--- src/rtl/core/evq_pkg.sv ---
package evq_pkg;

   localparam int RING_DEPTH    = 64;
   localparam int TYPE_COUNT    = 32;
   localparam int SUBS_PER_TYPE = 8;
   localparam int PAYLOAD_BYTES = 8;

   localparam int SLOT_W    = $clog2(RING_DEPTH);
   localparam int PTR_W     = SLOT_W + 1;
   localparam int TYPE_W    = (TYPE_COUNT > 1) ? $clog2(TYPE_COUNT) : 1;
   localparam int SUB_W     = (SUBS_PER_TYPE > 1) ? $clog2(SUBS_PER_TYPE) : 1;
   localparam int CNT_W     = $clog2(SUBS_PER_TYPE + 1);
   localparam int TBL_DEPTH = 1 << (TYPE_W + SUB_W);

   localparam logic [63:0] PAY_MASK = {64{1'b1}} >> (64 - 8 * PAYLOAD_BYTES);

   typedef enum logic [1:0] {
      CMD_PUBLISH     = 2'd0,
      CMD_DRAIN       = 2'd1,
      CMD_SUBSCRIBE   = 2'd2,
      CMD_UNSUBSCRIBE = 2'd3
   } cmd_type;

   typedef enum logic [2:0] {
      STAT_OK        = 3'd0,
      STAT_INVALID   = 3'd1,
      STAT_FULL      = 3'd2,
      STAT_NOT_FOUND = 3'd3,
      STAT_EMPTY     = 3'd4,
      STAT_NO_SUB    = 3'd5
   } status_type;

   typedef enum logic [3:0] {
      S_IDLE,
      S_EXEC,
      S_RING_WAIT,
      S_DRAIN_RD,
      S_DRAIN_EMIT,
      S_UNSUB_RD,
      S_UNSUB_CMP,
      S_UNSUB_MOVE,
      S_EMIT
   } state_type;

   typedef struct packed {
      cmd_type     cmd;
      logic [7:0]  event_type;
      logic [31:0] source_entity;
      logic [31:0] target_entity;
      logic [63:0] time_ns;
      logic [63:0] payload_word;
      logic [15:0] subscriber_id;
   } req_type;

   typedef struct packed {
      status_type  status;
      logic [15:0] out_subscriber;
      logic [7:0]  out_type;
      logic [31:0] out_source;
      logic [31:0] out_target;
      logic [63:0] out_time;
      logic [63:0] out_payload;
      logic        last;
      logic [6:0]  pending_count;
      logic [63:0] published_total;
      logic [63:0] dropped_total;
      logic [63:0] dispatched_total;
   } rsp_type;

   typedef struct packed {
      logic [7:0]  kind;
      logic [31:0] from;
      logic [31:0] to;
      logic [63:0] stamp;
      logic [63:0] data;
   } event_type_t_type;

endpackage

--- src/rtl/core/evq_rsp_queue.sv ---
module evq_rsp_queue (
   input  logic             clock,
   input  logic             reset,
   input  logic             push,
   output logic             full,
   input  evq_pkg::rsp_type push_item,
   input  logic             pop,
   output logic             empty,
   output evq_pkg::rsp_type pop_item
);
   import evq_pkg::*;

   rsp_type    mem_ff [2];
   logic       wr_ff, wr_in;
   logic       rd_ff, rd_in;
   logic [1:0] cnt_ff, cnt_in;
   logic       do_push, do_pop;

   assign full     = (cnt_ff == 2'd2);
   assign empty    = (cnt_ff == 2'd0);
   assign do_push  = push && !full;
   assign do_pop   = pop && !empty;
   assign pop_item = mem_ff[rd_ff];

   always_comb begin
      wr_in  = do_push ? ~wr_ff : wr_ff;
      rd_in  = do_pop ? ~rd_ff : rd_ff;
      cnt_in = cnt_ff + 2'(do_push) - 2'(do_pop);
   end

   always_ff @(posedge clock) begin
      if (reset) begin
         wr_ff  <= 1'b0;
         rd_ff  <= 1'b0;
         cnt_ff <= 2'd0;
      end else begin
         wr_ff  <= wr_in;
         rd_ff  <= rd_in;
         cnt_ff <= cnt_in;
      end
   end

   always_ff @(posedge clock) begin
      if (do_push) begin
         mem_ff[wr_ff] <= push_item;
      end
   end

endmodule

--- config.mk ---
export PLATFORM = sky130hd
export DESIGN_NAME = evq_rsp_queue
export DESIGN_NICKNAME = d
export VERILOG_FILES = /design/src/rtl/core/evq_pkg.sv /design/src/rtl/core/evq_rsp_queue.sv
export SDC_FILE = /design/constraint.sdc
export NUM_CORES = 1
export LEC_CHECK = 0
export ABC_CLOCK_PERIOD_IN_PS = 25800
export BUFFER_PORTS_ARGS = -buffer_cell sky130_fd_sc_hd__buf_2
export CAP_MARGIN = 20
export CORE_AREA = 2 2 327 329
export CTS_CLUSTER_DIAMETER = 150
export DETAILED_ROUTE_END_ITERATION = 7
export DIE_AREA = 0 0 329 331
export GPL_ROUTABILITY_DRIVEN = 0
export SKIP_LAST_GASP = 1
export SYNTH_ARGS = -nofsm -noshare
export SYNTH_HDL_FRONTEND = slang
export SYNTH_SLANG_ARGS = --single-unit
--- constraint.sdc ---
create_clock -name clock -period 25.8 [get_ports clock]
set_input_delay 5.16 -clock clock [delete_from_list [all_inputs] [get_ports clock]]
set_output_delay 5.16 -clock clock [all_outputs]
set_load 0.01 [all_outputs]
=== Word-level counts from Yosys, hierarchy flattened ===
Memories as Yosys holds them, arrays and structs flattened. A register that Yosys moved wholly into a read port is not among the register bits.
Index checks and enable logic that the tools add are counted.

* RAM bits: 838
* Memories: 1
* Output and inout port bits: 421
* Input bits: 423
* Word-level logic and storage cells: 18
* Flip-flop bits (word level): 4

{| class="wikitable"
|+ Memories
! memory !! depth !! width !! rd ports !! clocked after Yosys merged registers in !! wr ports !! RTL line !! source
|-
| mem_ff || 2 || 419 || 1 || 1 || 1 || evq_rsp_queue.sv:13 || <nowiki>rsp_type mem_ff [2];</nowiki>
|}

* Multiplexer cells: 4
* Add/sub/neg operators: 2
* Bitwise logic cells: 2
* Eq/ne operators: 1
* Reduce and logical (&&, ||, !) cells: 5

{| class="wikitable"
|+ Operators with widths
! cell !! number
|-
| $mux 1 || 4
|-
| $add 2x1->2 || 1
|-
| $eq 2x2->1 const B || 1
|-
| $logic_and 1x1->1 || 2
|-
| $logic_not 1->1 || 2
|-
| $logic_not 2->1 || 1
|-
| $not 1->1 || 2
|-
| $sub 2x1->2 || 1
|}

=== Logic depth before layout (Yosys ltp) ===
* Depth in word-level cells: 5
* Gate-level depth with buffers: 8

=== Least setup slack after synthesis ===
OpenSTA, ideal clock, no wires.

* Path type: in2reg
* Start point: input push
* End point: memory mem_ff[1][0] (netlist bit) (enable)
* Buffers on the path: 0
* Arrival time: 14714 ps
* Setup slack: 10247 ps
* Stages on the path: 1
* Cells stage by stage: and3_1

* Longest elaborated chain between the ends: 3

{| class="wikitable"
|+ Ends and longest elaborated chain
! element !! RTL line !! source
|-
| start, declared || evq_rsp_queue.sv:4 || <nowiki>input logic push,</nowiki>
|-
| $logic_and 1x1->1 || evq_rsp_queue.sv:21 || <nowiki>assign do_push = push && !full;</nowiki>
|-
| $mux 1 || evq_rsp_queue.sv:44 || <nowiki>if (do_push) begin</nowiki>
|-
| $mux 1 (not written as such) || evq_rsp_queue.sv:45 || <nowiki>mem_ff[wr_ff] <= push_item;</nowiki>
|-
| end, declared || evq_rsp_queue.sv:13 ||
|}

No other way between the ends.

==> tab_implementation.tex <==
\begin{tabular}{lr}
\hline
Metric & Value \\
\hline
\multicolumn{2}{l}{\textbf{Clock network}} \\
Maximum root-to-sink buffer count & 3 \\
Number of buffers added to fix hold violations after cts & 0 \\
Clock Root Buffer & clkbuf\_16 \\
CTS tree & built \\
CTS H-Tree Depth & 3 \\
Number of buffers inserted during clock tree synthesis & 88 \\
Insertion delay of the later-clocked pin in the worst-skew pair & 640 ps \\
Number of clock sinks & 843 \\
Clock transition at the register clock pins on the worst setup and hold paths after CTS & 60 ps \\
Post-CTS sizing & 0 \\
Post-CTS setup buffer count & 0 \\
\multicolumn{2}{l}{\textbf{Min path}} \\
Endpoint, Worst Hold & wr\_ff\$\_SDFFE\_PP0P\_ \\
Worst hold path stage count & 2 \\
Start point of the worst hold path & wr\_ff\$\_SDFFE\_PP0P\_ \\
Type of the most critical hold path & flip-flop to flip-flop \\
\multicolumn{2}{l}{\textbf{Global route}} \\
Via count of the first global-routing pass & 16800 \\
Number of antenna violations at the first check in global routing & 33 \\
Tot GR Track Use & 12.5\% \\
Global-route congestion overflow total & 0 \\
Maximum number of pins on one net before global-route repair & 148 \\
Global-route wire length before repair & 102000 um \\
\multicolumn{2}{l}{\textbf{Detailed routing}} \\
Post-DR vias/cell & 4.26 \\
Remaining antenna violation count & 0 \\
Starting DRT DRC Count & 879 \\
Post-detailed-route DRC marker count & 0 \\
Vias after detailed routing & 15800 \\
First drt pass iteration count & 5 \\
Per-cell routed wire length & 19.5 um \\
Final wirelength & 72500 um \\
\multicolumn{2}{l}{\textbf{Critical path}} \\
Arrival time worst endpoint & 5030 ps \\
Length in cells of the worst reg-to-reg path & 7 \\
Critical Setup Path Class & flip-flop to output pin \\
CP startpoint kind & flip-flop \\
Worst-path maximum fanout & 81 \\
Critical path endpoint category & output pin \\
Register-to-register path setup slack & 21170 ps \\
Crit Reg-Reg Startpoint & cnt\_ff[0]\$\_SDFF\_PP0\_ \\
Critical path data required time & 20640 ps \\
Worst reg2reg path endpoint & mem\_ff[0][315]\$\_DFFE\_PP\_ \\
\multicolumn{2}{l}{\textbf{Place}} \\
Quantity of I/O buffers inserted on ports & 843 \\
Post-placement worst setup slack & 16210 ps \\
Half-perimeter wire length of the detailed placement result & 50400 um \\
Number of instances in the placed design & 3532 \\
\multicolumn{2}{l}{\textbf{Power and ir drop}} \\
Part of the total power dissipated in combinational logic & 24.2\% \\
Pint & 2.89 mW \\
Seq pwr share & 45.1\% \\
Switching Fraction & 27.7\% \\
Clk pwr share & 30.6\% \\
Maximum resistive drop on vdd & 0.0000789 V \\
Leakage Power & 14.2 nW \\
Net Switching & 1.11 mW \\
Cell area power density & 102 mW/mm\^{}2 \\
Total chip power & 4.00 mW \\
\multicolumn{2}{l}{\textbf{Die}} \\
Initial Utilization & 29.2\% \\
Boundary Pins & 844 \\
Die width & 329 um \\
Core Region & 0.105 sq mm \\
Die Height & 331 um \\
Standard-cell rows & 119 \\
Total Die Area & 0.109 sq mm \\
\multicolumn{2}{l}{\textbf{Synth}} \\
Warnings from Yosys & 0 \\
Post-synthesis cell type count & 20 \\
\#FFs+latches synth & 843 \\
Number of flops mapped to enable cells by yosys & 838 \\
Async set-reset flop share out of synthesis & 0\% \\
Most common flop cell mapped by yosys & edfxtp\_1 \\
Post-Syn Instances & 1331 \\
Part of the Yosys area used for sequential elements & 82.5\% \\
Mean instance size in the synthesized netlist & 23.0 sq um \\
Combined area of all synthesized cells & 0.0306 sq mm \\
Syn nets & 1756 \\
\multicolumn{2}{l}{\textbf{STA}} \\
Final Hold Fails & 0 \\
Minimum clock period after layout & 10190 ps \\
Peak Freq & 98.1 MHz \\
Max-slew violation count & 0 \\
Tcrit/Tclk final & 39.5\% \\
Unrepaired setup endpoints after global routing & false \\
Final-report setup violation count & 0 \\
Worst-Margin Slew & 1090 ps \\
Setup\_tns & 0 ps \\
Final worst setup slack & 15610 ps \\
Layout Skew & 14.8 ps \\
Slew headroom & 27.3\% \\
Final worst hold slack & 509 ps \\
\multicolumn{2}{l}{\textbf{Cells and area}} \\
Most frequent standard cell in the layout excluding fill and tap cells & buf\_2 \\
Synth-to-Final Area Change & 27.6\% \\
Post-route insts no fill & 3714 \\
Layout cell share with drive strength beyond 1 & 60.8\% \\
Most frequent cells in the layout & 843 x buf\_2, 838 x edfxtp\_1, 419 x mux2\_2, 89 x clkbuf\_16, 21 x clkinv\_1 \\
\# nets final & 2657 \\
Fill count & 9779 \\
\multicolumn{2}{l}{\textbf{Outcome}} \\
Status & completed \\
\multicolumn{2}{l}{\textbf{Flow run}} \\
MaxCap Viol Count & 0 \\
\hline
\end{tabular}
## flip-flops by register name, indices dropped and copies added (netlist names), named ones only
signal,count
mem_ff,838
cnt_ff,2
rd_ff,1
wr_ff,1
## worst max-delay path: stages, from the launching register on
cell     delay [ps]
dfxtp_4         930
buf_4           930
buf_4           840
buf_4           850
mux2_2          430
buf_2           140
## through the flow
step | utilization [%] | area, sq um
final | 37.2 | 39100
after global routing | 37.2 | 39100
after CTS | 37.2 | 39000
after detailed placement | 34.5 | 36200
after global placement | 34.5 | 36200
after floorplan | - | 30600
## how the worst max path moves through the flow
stage	cells after the start	slack, ps	start	endpoint
after floorplan	1	10250	push	mem_ff[1][0]$_DFFE_PP_
after global placement	5	16400	flip-flop	pop_item[270]
after detailed placement	5	16210	flip-flop	pop_item[151]
after CTS	5	15480	flip-flop	pop_item[151]
after global routing	5	15240	flip-flop	pop_item[276]
final	5	15610	flip-flop	pop_item[272]
## cell usage after synthesis, types with 2 or more instances
cell type,number,area share (%)
ha_1,2,0.082
buf_6,46,1.7
edfxtp_1,838,82
mux2_2,419,15
dfxtp_1,5,0.33
nor2_1,4,0.049
inv_1,4,0.049
## metal layers
| metal | share of wire, % | GRT usage, % |
|---|---|---|
| met1 | 35 | 13.4 |
| met2 | 52 | 21.8 |
| met3 | 9.7 | 5.02 |
| met4 | 2.9 | 5.19 |
| met5 | 0.23 | 0 |
## final cells by class
type	count	area [sq um]	share of cell area, %
sequential	843	25300	64.6
multi-input combinational	437	4840	12.4
timing repair buffer	858	4360	11.2
clock buffer	109	2300	5.89
tap	1391	1740	4.45
clock inverter	52	502	1.28
antenna	20	50.0	0.128
inverter	4	22.5	0.0576
## logic make-up after synthesis
family | count (synthesis) | synth area share, %
multiplexers | 419 | 15.4
adder cells (fa/ha/maj) | 2 | 0.0817
AND/OR/NAND/NOR | 11 | 0.180
buffers and inverters | 51 | 1.76
AO/OA/AOI/OAI | 3 | 0.0572
XOR/XNOR | 2 | 0.0572
flip-flops | 843 | 82.5
## power groups by stage
stage	Combinational, mW	Clock, mW	Sequential (mW)
after floorplan	0.635	0	1.90
after global placement	0.969	0	1.83
after detailed placement	0.982	0	1.84
after CTS	0.987	1.27	1.81
after global routing	1.04	1.31	1.82
final	0.970	1.23	1.81
Power figures use the tool's default switching activity.
