`src/rtl/core/evq_pkg.sv`:
```
package evq_pkg;

   localparam int RING_DEPTH    = 64;
   localparam int TYPE_COUNT    = 32;
   localparam int SUBS_PER_TYPE = 8;
   localparam int PAYLOAD_BYTES = 8;

   localparam int SLOT_W    = $clog2(RING_DEPTH);
   localparam int PTR_W     = SLOT_W + 1;
   localparam int TYPE_W    = (TYPE_COUNT > 1) ? $clog2(TYPE_COUNT) : 1;
   localparam int SUB_W     = (SUBS_PER_TYPE > 1) ? $clog2(SUBS_PER_TYPE) : 1;
   localparam int CNT_W     = $clog2(SUBS_PER_TYPE + 1);
   localparam int TBL_DEPTH = 1 << (TYPE_W + SUB_W);

   localparam logic [63:0] PAY_MASK = {64{1'b1}} >> (64 - 8 * PAYLOAD_BYTES);

   typedef enum logic [1:0] {
      CMD_PUBLISH     = 2'd0,
      CMD_DRAIN       = 2'd1,
      CMD_SUBSCRIBE   = 2'd2,
      CMD_UNSUBSCRIBE = 2'd3
   } cmd_type;

   typedef enum logic [2:0] {
      STAT_OK        = 3'd0,
      STAT_INVALID   = 3'd1,
      STAT_FULL      = 3'd2,
      STAT_NOT_FOUND = 3'd3,
      STAT_EMPTY     = 3'd4,
      STAT_NO_SUB    = 3'd5
   } status_type;

   typedef enum logic [3:0] {
      S_IDLE,
      S_EXEC,
      S_RING_WAIT,
      S_DRAIN_RD,
      S_DRAIN_EMIT,
      S_UNSUB_RD,
      S_UNSUB_CMP,
      S_UNSUB_MOVE,
      S_EMIT
   } state_type;

   typedef struct packed {
      cmd_type     cmd;
      logic [7:0]  event_type;
      logic [31:0] source_entity;
      logic [31:0] target_entity;
      logic [63:0] time_ns;
      logic [63:0] payload_word;
      logic [15:0] subscriber_id;
   } req_type;

   typedef struct packed {
      status_type  status;
      logic [15:0] out_subscriber;
      logic [7:0]  out_type;
      logic [31:0] out_source;
      logic [31:0] out_target;
      logic [63:0] out_time;
      logic [63:0] out_payload;
      logic        last;
      logic [6:0]  pending_count;
      logic [63:0] published_total;
      logic [63:0] dropped_total;
      logic [63:0] dispatched_total;
   } rsp_type;

   typedef struct packed {
      logic [7:0]  kind;
      logic [31:0] from;
      logic [31:0] to;
      logic [63:0] stamp;
      logic [63:0] data;
   } event_type_t_type;

endpackage

```
`src/rtl/core/evq_front.sv`:
```
module evq_front (
   input  logic             clock,
   input  logic             reset,
   input  logic             push,
   output logic             full,
   input  evq_pkg::req_type push_item,
   input  logic             pop,
   output logic             empty,
   output evq_pkg::req_type pop_item
);
   import evq_pkg::*;

   req_type    mem_ff [2];
   logic       wr_ff, wr_in;
   logic       rd_ff, rd_in;
   logic [1:0] cnt_ff, cnt_in;
   logic       do_push, do_pop;

   assign full     = (cnt_ff == 2'd2);
   assign empty    = (cnt_ff == 2'd0);
   assign do_push  = push && !full;
   assign do_pop   = pop && !empty;
   assign pop_item = mem_ff[rd_ff];

   always_comb begin
      wr_in  = do_push ? ~wr_ff : wr_ff;
      rd_in  = do_pop ? ~rd_ff : rd_ff;
      cnt_in = cnt_ff + 2'(do_push) - 2'(do_pop);
   end

   always_ff @(posedge clock) begin
      if (reset) begin
         wr_ff  <= 1'b0;
         rd_ff  <= 1'b0;
         cnt_ff <= 2'd0;
      end else begin
         wr_ff  <= wr_in;
         rd_ff  <= rd_in;
         cnt_ff <= cnt_in;
      end
   end

   always_ff @(posedge clock) begin
      if (do_push) begin
         mem_ff[wr_ff] <= push_item;
      end
   end

endmodule

```
`config.mk`:
```
export PLATFORM = sky130hd
export DESIGN_NAME = evq_front
export DESIGN_NICKNAME = d
export VERILOG_FILES = /design/src/rtl/core/evq_pkg.sv /design/src/rtl/core/evq_front.sv
export SDC_FILE = /design/constraint.sdc
export NUM_CORES = 1
export LEC_CHECK = 0
export BUFFER_PORTS_ARGS = -buffer_cell sky130_fd_sc_hd__buf_4
export CAP_MARGIN = 25
export CORE_MARGIN = 2
export CORE_UTILIZATION = 56
export DETAILED_ROUTE_END_ITERATION = 12
export GPL_ROUTABILITY_DRIVEN = 0
export PLACE_DENSITY_LB_ADDON = 0.05
export SYNTH_ARGS = -nofsm -noshare
export SYNTH_HDL_FRONTEND = slang
export SYNTH_SLANG_ARGS = --single-unit
```
`constraint.sdc`:
```
create_clock -name clock -period 9.6 [get_ports clock]
set_input_delay 0.48 -clock clock [delete_from_list [all_inputs] [get_ports clock]]
set_output_delay 0.48 -clock clock [all_outputs]
set_load 0.05 [all_outputs]
```
After elaboration in Yosys (flattened, before gate mapping):

Memory sizes are Yosys's and may differ from the RTL's. A register that Yosys moved wholly into a read port is not among the register bits.
Index checks and enable logic that the tools add are counted.
W data, S select, Z words.

* add/sub/neg operators: 2
* reduce and logical (&&, ||, !) cells: 5
* multiplexer cells: 4
* bitwise logic cells: 2
* equal/unequal tests: 1

Operator list (count)
* $mux W1: 4
* $add A2 B1 Y2: 1
* $eq A2 B2 Y1 const B: 1
* $logic_and A1 B1 Y1: 2
* $logic_not A1 Y1: 2
* $logic_not A2 Y1: 1
* $not A1 Y1: 2
* $sub A2 B1 Y2: 1

* memory bits (writable): 436
* memories: 1
* output and inout bits: 220
* register bits after elaboration: 4
* input bits: 222

Memory list
* mem_ff: words 2, bits a word 218, read ports 1, clocked after memory_dff 1, write ports 1, RTL line evq_front.sv:13 `req_type mem_ff [2];`

Longest topological paths before layout:

Gate-level depths: netlist of the first run.

* word-level depth: 5
* depth in mapped cells: 8

Worst setup path after synthesis of the first run:

Ideal clock, no wire load.

* path kind: register to register
* from: register cnt_ff[0]
* to: memory mem_ff[1][0] (netlist bit) (enable)
* required time: 8993 ps
* arrival time: 5509 ps
* path buffers: 0
* slack: 3484 ps
* stages on the path, launching flop included: 3
* clock period less this slack: 6116 ps
* cells stage by stage: dfxtp_1 -> nand2b_1 -> and3_1

* word-level cells in the longest chain between the ends: 5

Ends and longest elaborated chain
* from (decl): RTL line evq_front.sv:16 `logic [1:0] cnt_ff, cnt_in;`
* from (signal assigned): RTL line evq_front.sv:39 `cnt_ff <= cnt_in;`
* $eq A2 B2 Y1: RTL line evq_front.sv:19 `assign full = (cnt_ff == 2'd2);`
* $logic_not A1 Y1: RTL line evq_front.sv:21 `assign do_push = push && !full;`
* $logic_and A1 B1 Y1: RTL line evq_front.sv:21
* $mux W1: RTL line evq_front.sv:44 `if (do_push) begin`
* $mux W1 (implied by the code): RTL line evq_front.sv:45 `mem_ff[wr_ff] <= push_item;`
* to (decl): RTL line evq_front.sv:13

No other way between the ends.

==> results of run 1 <==
==> power breakdown <==
group	leakage, nW	internal (mW)	switching (mW)
Sequential	4.11	2.46	0.107
Clock	0.627	0.886	0.665
Combinational	3.39	0.921	1.77
Total	8.13	4.26	2.54
==> final cells by class <==
| class | count | area, µm² | area share |
|---|---|---|---|
| flip-flops and latches | 441 | 13200 | 0.618 |
| repair buffers | 449 | 3380 | 0.159 |
| multi-input cells | 236 | 2950 | 0.138 |
| clock buffers | 59 | 1180 | 0.0552 |
| well taps | 384 | 480 | 0.0225 |
| clock inverters | 21 | 118 | 0.00551 |
| inverters | 4 | 22.5 | 0.00106 |
| diodes | 5 | 12.5 | 0.000586 |
==> cells by family after synthesis <==
group,synth area share
AO/OA/AOI/OAI,0.00107
XOR/XNOR,0.00107
adder cells (fa/ha/maj),0.00153
buffers and inverters,0.0154
flip-flops,0.805
multiplexers,0.173
AND/OR/NAND/NOR,0.00336
==> flip-flops by register name, summed over array words and instances, names as in the netlist, named ones only <==
name	cells
rd_ff	1
mem_ff	436
wr_ff	1
cnt_ff	2
==> Yosys cell counts <==
| cell type | instances | area [µm²] |
|---|---|---|
| nor2_1 | 4 | 15.0 |
| xnor2_1 | 1 | 8.76 |
| buf_6 | 2 | 22.5 |
| buf_2 | 10 | 50.1 |
| and3_1 | 1 | 6.26 |
| and2_1 | 1 | 6.26 |
| xor2_1 | 1 | 8.76 |
| o21a_1 | 1 | 7.51 |
| edfxtp_1 | 436 | 13100 |
| a21oi_1 | 1 | 5.00 |
| nor3_1 | 1 | 5.00 |
| dfxtp_1 | 5 | 100 |
| inv_1 | 4 | 15.0 |
| or3_1 | 1 | 6.26 |
| buf_4 | 2 | 15.0 |
| nand2b_1 | 1 | 6.26 |
| mux2_2 | 118 | 1330 |
| nand2_1 | 1 | 3.75 |
| nor2b_1 | 1 | 6.26 |
| ha_1 | 2 | 25.0 |
| mux2_4 | 100 | 1500 |
| buf_8 | 10 | 150 |
| o21ai_0 | 1 | 5.00 |
==> cell usage in the layout, fill, tap and decap left out, types with 2 or more instances in the layout <==
cell         n
clkbuf_16   45
ha_1         2
mux2_4     100
clkbuf_1    14
buf_4      448
inv_6        2
inv_1        3
mux2_2     118
clkinv_2     2
nor2_1       4
edfxtp_1   436
clkinv_1    16
dfxtp_1      4
diode_2      5
==> per-stage QoR <==
step / instance area (µm²) / power, mW
3_3_place_gp: 20000 / 5.29
4_1_cts: 21300 / 6.86
2_1_floorplan: 16400 / 4.63
3_5_place_dp: 20000 / 5.31
5_1_grt: 21300 / 7.03
6_report: 21300 / 6.80
==> per-layer routing <==
| metal | wire length (µm) | part of all wire |
|---|---|---|
| met5 | 0 | 0 |
| met4 | 1750 | 0.049 |
| met3 | 3400 | 0.094 |
| met2 | 18600 | 0.52 |
| met1 | 12300 | 0.34 |
==> path summary, 6_finish.rpt <==
path	start	to	slack, ns	cells after the start
worst max register to register	cnt_ff[0]	mem_ff[0][146]	6.52	6
worst min register to register	wr_ff	wr_ff	0.49	2
worst max-delay path	flop	pop_item[41]	5.47	4
worst min-delay path	push_item[44]	mem_ff[0][44]	0.13	1
==> impl_metrics.py, run 1 <==
metrics = {
    "setup_path": {
        "crit_chain": "buf_4, buf_4, mux2_2, buf_4",
        "cp-start-kind": "flop",
        "path_delay_family": "buffers and inverters",
        "cp_common_cell": "buf_4",
        "path_max_fanout": 62,
        "end_kind": "primary output",
        "path_buf_inv": 3,
        "critical-path-slowest-cell": "buf_4",
        "cp.required_ns": 9.12,
        "max_stage_delay_ns": 0.86,
        "arrival_ns": 3.65,
        "critPathKind": "reg2out",
    },
    "timing": {
        "worst_pin_slew_ns": 1.01,
        "hold_viol": 0,
        "rsz0062_at_grt": "no",
        "tns_ns": 0,
        "whs_ns": 0.126,
        "finalCritPeriodShare": 0.430,
        "setup_slack_ns": 5.47,
        "fmax_mhz": 242,
        "maxSlewViolCount": 0,
        "setup_viol": 0,
        "skew_ns": 0.0101,
        "max-slew-margin-rel": 0.327,
        "period_needed_ns": 4.13,
    },
    "outcome": {
        "run_status": "finished, final reports clean",
    },
    "clock_network": {
        "cts_resized": 0,
        "clockRootBuffer": "clkbuf_16",
        "cts.clk_slew.worst_paths_ns": 0.06,
        "postCtsSetupBuffers": 0,
        "cts_sinks": 441,
        "cts_tree": "done",
        "cts-hold-fix-buffers": 0,
        "htree_levels": 2,
        "worstSkewPairLatency_ns": 0.54,
        "ctsLongestPathBuffers": 3,
        "cts_buffers": 44,
    },
    "yosys": {
        "avgSynthCellArea_um2": 23.2,
        "synth_cell_types": 23,
        "synth_area_um2": 16400,
        "yosysWarnings": 0,
        "synthCells": 705,
        "syn_nets": 929,
        "yosysSeqAreaShare": 0.805,
        "ys_ff_latch": 441,
    },
    "die": {
        "dieArea_um2": 30700,
        "die_y_um": 175,
        "ioPinCount": 442,
        "initial_core_util": 0.570,
        "rows": 62,
        "core_area_um2": 28800,
        "die_w_um": 175,
    },
    "layout": {
        "utilization": 0.742,
        "layout.nets": 1400,
        "fill_cells": 1741,
        "fin_cells": 1599,
        "drive_above_1_share": 0.595,
        "syn_to_final_growth_pct": 30.2,
    },
    "global_routing": {
        "grt_pass1_vias": 8729,
        "grt_most_used_layer": "met2",
        "grt_pass1_wl_um": 51400,
        "grt_start_max_net_pins": 141,
        "antenna_found_initial": 5,
        "use_met1": 0.248,
        "grt_use_total": 0.229,
        "use_met3": 0.0790,
        "grt_overflow": 0,
        "grtUsageMet2": 0.396,
    },
    "route": {
        "wl_um": 36000,
        "route.detailed.wl_per_inst_um": 22.5,
        "firstDrtPassIters": 5,
        "vias": 8361,
        "viasPerCell": 5.23,
        "dr.first_iter.drc_count": 568,
        "antenna_left": 0,
        "drc": 0,
    },
    "placement": {
        "place_ws_ns": 5.98,
        "dp_cells": 1513,
        "io_buffers": 441,
        "dp_hpwl_um": 25200,
    },
    "power": {
        "power.density_nw_per_um2": 319,
        "p_leak_nw": 8.13,
        "ir_drop_uv": 269,
    },
    "run": {
        "cap_violations": 0,
    },
    "hold_path": {
        "worst_hold_path_type": "in2reg",
    },
}
(Power assumes the default switching activity.)
==> inputs of run 2 (changes only) <==
--- a/config.mk
+++ b/config.mk
@@ -8,7 +8,7 @@
 export BUFFER_PORTS_ARGS = -buffer_cell sky130_fd_sc_hd__buf_4
 export CAP_MARGIN = 25
 export CORE_MARGIN = 2
-export CORE_UTILIZATION = 56
+export CORE_UTILIZATION = 52
 export DETAILED_ROUTE_END_ITERATION = 12
 export GPL_ROUTABILITY_DRIVEN = 0
 export PLACE_DENSITY_LB_ADDON = 0.05
==> constraint.sdc (replaced) <==
create_clock -name clock -period 4.3 [get_ports clock]
set_input_delay 0.215 -clock clock [delete_from_list [all_inputs] [get_ports clock]]
set_output_delay 0.215 -clock clock [all_outputs]
set_load 0.05 [all_outputs]
==> impl_metrics.py, run 2 (synthesis results as in run 1) <==
metrics = {
    "outcome": {
        "run_status": "finished, final reports clean",
    },
    "power": {
        "ir_drop_uv": 456,
        "power.density_nw_per_um2": 655,
        "fin_total_pwr_mw": 15.5,
        "p_leak_nw": 9.11,
    },
    "global_routing": {
        "grt_pass1_vias": 9814,
        "grt_overflow": 0,
        "grt_use_total": 0.219,
        "grt_start_max_net_pins": 76,
        "antenna_found_initial": 4,
        "grt_pass1_wl_um": 54800,
    },
    "timing": {
        "tns_ns": 0,
        "hold_viol": 0,
        "fmax_mhz": 379,
        "finalCritPeriodShare": 0.614,
        "skew_ns": 0.0107,
        "worst_pin_slew_ns": 0.803,
        "maxSlewViolCount": 0,
        "max-slew-margin-rel": 0.463,
        "setup_viol": 0,
        "rsz0062_at_grt": "no",
        "period_needed_ns": 2.64,
    },
    "route": {
        "wl_met1_um": 13600,
        "vias": 9078,
        "wl_um": 36500,
        "met2_wirelength_um": 18600,
        "met3_wirelength_um": 2920,
        "antenna_left": 0,
        "firstDrtPassIters": 4,
        "route.detailed.wl_per_inst_um": 19.9,
        "drc": 0,
        "top_layer": "met4",
        "viasPerCell": 4.94,
        "dr.first_iter.drc_count": 497,
    },
    "hold_path": {
        "worst_hold_path_type": "in2reg",
        "holdPathStages": 4,
    },
    "run": {
        "cap_violations": 0,
    },
    "setup_path": {
        "path_max_fanout": 56,
        "max_stage_delay_ns": 0.81,
        "critical-path-slowest-cell": "dfxtp_4",
        "cp.required_ns": 4.09,
        "end_kind": "primary output",
        "reg2regPathDepth": 5,
        "critPathKind": "reg2out",
        "cp-start-kind": "flop",
        "crit_chain": "buf_12, mux2_4, buf_4",
        "arrival_ns": 2.42,
    },
    "layout": {
        "fill_cells": 1796,
        "drive_above_1_share": 0.515,
        "layout.nets": 1623,
        "top_register": "mem_ff",
        "syn_to_final_growth_pct": 44.7,
        "fin_area_um2": 23700,
        "largest_reg_flops": 436,
        "largestRegisters": "mem_ff (436), cnt_ff (2)",
        "final_common_cell": "buf_4",
        "mostFrequentLayoutCells": "buf_4, edfxtp_1, dlygate4sd3_1",
        "fin_cells": 1836,
    },
    "clock_network": {
        "ctsLongestPathBuffers": 3,
        "cts_resized": 0,
        "cts_buffers": 44,
        "cts-hold-fix-buffers": 219,
        "clockRootBuffer": "clkbuf_16",
        "cts_tree": "done",
        "cts.clk_slew.worst_paths_ns": 0.06,
        "postCtsSetupBuffers": 0,
        "cts_sinks": 441,
        "worstSkewPairLatency_ns": 0.53,
        "htree_levels": 2,
    },
    "die": {
        "core_area_um2": 31300,
        "initial_core_util": 0.523,
        "die_y_um": 182,
        "rows": 65,
        "ioPinCount": 442,
        "die_w_um": 182,
        "dieArea_um2": 33000,
    },
    "placement": {
        "placed_cell_area_um2": 20200,
        "dp_hpwl_um": 23300,
        "io_buffers": 441,
        "dp_cells": 1536,
    },
}
run 2: cell types whose count changed in the layout (fill, tap and decap cells not counted), sizes merged, moves of 2 or more:
| cell | previous run | this run |
|---|---|---|
| buf | 449 | 453 |
| clkbuf | 59 | 57 |
| clkinvlp | 0 | 2 |
| dlygate4sd3 | 0 | 219 |
| inv | 6 | 2 |
run 2: final cells by class:
cell class	instances	area [µm²]	area share
sequential	441	13200	0.557
timing repair buffer	672	5680	0.240
multi-input combinational	236	2960	0.125
clock buffer	57	1200	0.0506
tap	402	503	0.0212
clock inverter	20	138	0.00580
inverter	4	22.5	0.000950
antenna	4	10.0	0.000422
run 2: metrics by stage:
step                hold slack (ns)  setup slack [ns]   util
global route                  0.106              1.53  0.757
detailed placement            0.402              1.90  0.644
global placement              0.399              1.91  0.644
floorplan                     0.279            -0.176      -
CTS                          0.0631              1.60  0.757
finish                       0.0825              1.66  0.757
run 2: worst max-delay path, delay by kind of cell, from the launching register on:
family	cells	cell delay, ns
flops	1	0.81
mux	1	0.36
buf+inv	2	0.63
run 2: worst paths after layout:
check	startpoint	to	slack (ns)
min reg2reg	wr_ff	wr_ff	0.50
max reg2reg	cnt_ff[0]	mem_ff[0][16]	1.90
max	flop	pop_item[171]	1.66
min	push	wr_ff	0.08
run 2: layer usage:
layer / GRT usage / vias up
met4: 0.0852 / 0
met3: 0.0682 / 78
met1: 0.253 / 4452
li1: - / 4192
met2: 0.381 / 356
met5: 0 / -
run 2: power by group:
part | switching, mW | leakage (nW) | internal, mW
Combinational | 4.07 | 4.33 | 2.23
Clock | 1.48 | 0.662 | 2.08
Sequential | 0.211 | 4.11 | 5.48
Total | 5.76 | 9.11 | 9.79
==> inputs of run 3 (changes only) <==
==> constraint.sdc (replaced) <==
create_clock -name clock -period 2.7 [get_ports clock]
set_input_delay 0.135 -clock clock [delete_from_list [all_inputs] [get_ports clock]]
set_output_delay 0.135 -clock clock [all_outputs]
set_load 0.05 [all_outputs]
==> impl_metrics.py, run 3 (synthesis results as in run 1) <==
metrics = {
    "clock_network": {
        "postCtsSetupBuffers": 0,
        "cts_buffers": 44,
        "htree_levels": 2,
        "ctsLongestPathBuffers": 3,
        "cts_tree": "done",
        "clockRootBuffer": "clkbuf_16",
        "worstSkewPairLatency_ns": 0.53,
        "cts.clk_slew.worst_paths_ns": 0.06,
        "cts_sinks": 441,
    },
    "layout": {
        "utilization": 0.763,
        "multiInputGateArea_um2": 2960,
        "top_register": "mem_ff",
        "layout.nets": 1638,
        "final_common_cell": "buf_4",
        "syn_to_final_growth_pct": 45.7,
        "seq_area_um2": 13200,
        "fin_cells": 1853,
        "largestRegisters": "mem_ff (436), cnt_ff (2)",
        "drive_above_1_share": 0.518,
        "fill_cells": 1754,
        "mostFrequentLayoutCells": "buf_4, edfxtp_1, dlygate4sd3_1",
        "largest_reg_flops": 436,
    },
    "global_routing": {
        "antenna_found_initial": 5,
        "grt_most_used_layer": "met2",
        "grt_overflow": 0,
        "grt_pass1_wl_um": 55100,
        "grt_use_total": 0.221,
        "use_met1": 0.247,
        "use_met3": 0.0674,
        "grt_start_max_net_pins": 114,
        "grtUsageMet2": 0.397,
        "grt_pass1_vias": 9713,
    },
    "die": {
        "die_w_um": 182,
        "core_area_um2": 31300,
        "dieArea_um2": 33000,
        "rows": 65,
        "ioPinCount": 442,
        "die_y_um": 182,
        "initial_core_util": 0.523,
    },
    "timing": {
        "maxSlewViolCount": 0,
        "fmax_mhz": 433,
        "skew_ns": 0.0109,
        "tns_ns": 0,
        "rsz0062_at_grt": "no",
        "finalCritPeriodShare": 0.855,
        "setup_viol": 0,
        "hold_viol": 0,
        "whs_ns": 0.0576,
        "max-slew-margin-rel": 0.519,
        "worst_pin_slew_ns": 0.721,
        "period_needed_ns": 2.31,
    },
    "power": {
        "power.density_nw_per_um2": 1050,
        "ir_drop_uv": 819,
        "p_leak_nw": 9.19,
        "fin_total_pwr_mw": 25.0,
    },
    "setup_path": {
        "path_delay_family": "buffers and inverters",
        "critPathKind": "reg2out",
        "crit_chain": "buf_12, mux2_2, buf_4",
        "max_stage_delay_ns": 0.57,
        "cp.required_ns": 2.57,
        "cp-start-kind": "flop",
        "end_kind": "primary output",
        "arrival_ns": 2.17,
        "path_buf_inv": 2,
        "critical-path-slowest-cell": "dfxtp_4",
        "r2r_slack_ns": 0.62,
        "path_max_fanout": 69,
    },
    "route": {
        "viasPerCell": 5.01,
        "drc": 0,
        "firstDrtPassIters": 5,
        "route.detailed.wl_per_inst_um": 20.1,
        "antenna_left": 0,
        "vias": 9275,
        "dr.first_iter.drc_count": 503,
        "wl_um": 37300,
    },
    "placement": {
        "dp_cells": 1550,
        "dp_hpwl_um": 23800,
        "io_buffers": 441,
    },
    "outcome": {
        "run_status": "finished, final reports clean",
    },
    "hold_path": {
        "worst_hold_path_type": "in2reg",
    },
    "run": {
        "cap_violations": 0,
    },
}
[run 3: changes by cell type in the layout (fill, tap and decap cells not counted), moves of 2 or more]
cell | previous run | this run
buf_12 | 7 | 10
buf_4 | 446 | 457
clkbuf_1 | 9 | 12
clkbuf_8 | 3 | 0
clkinv_2 | 8 | 5
inv_6 | 0 | 2
[run 3: worst register-to-register path, stage by stage (launching register included)]
cell and delay (ns):
dfxtp_2 0.36, nand2b_4 0.16, clkinvlp_4 0.10, or3_4 0.39, clkinvlp_4 0.10, buf_12 0.42
[run 3: final timing paths]
path	start	end	cells after the start
setup / recovery	flop	pop_item[7]	3
hold / removal	pop	flop	4
setup reg to reg	cnt_ff[0]	mem_ff[0][129]	5
hold reg to reg	rd_ff	flop	2
[run 3: stage by stage]
stage | instance area (µm²) | setup WS [ns]
finish | 23900 | 0.391
floorplan | 16400 | -1.78
CTS | 23900 | 0.343
global route | 23900 | 0.306
detailed placement | 20300 | 0.711
global placement | 20300 | 0.706
[run 3: repair_timing]
action | in CTS | in global routing
gates resized for setup | 0 | 0
hold endpoints to repair | 441 | 0
setup endpoints to repair | 0 | 0
hold buffers | 220 | 0
[run 3: area by class of cell]
type / instances / area share
Sequential cell: 441 / 0.553
Timing Repair Buffer: 687 / 0.244
Multi-Input combinational cell: 236 / 0.124
Clock buffer: 57 / 0.0490
Tap cell: 402 / 0.0211
Clock inverter: 21 / 0.00744
Inverter: 4 / 0.000943
Antenna cell: 5 / 0.000524
[run 3: routing by layer]
metal  share of wire  wire [µm]
met3           0.080       2990
met4           0.035       1290
met1            0.37      13700
met2            0.52      19300
met5               0          0
[run 3: power breakdown]
| group | internal (mW) | switching (mW) | leakage, nW |
|---|---|---|---|
| sequential | 8.72 | 0.286 | 4.11 |
| combinational | 3.64 | 6.58 | 4.42 |
| clock | 3.34 | 2.42 | 0.656 |
| total | 15.7 | 9.28 | 9.19 |
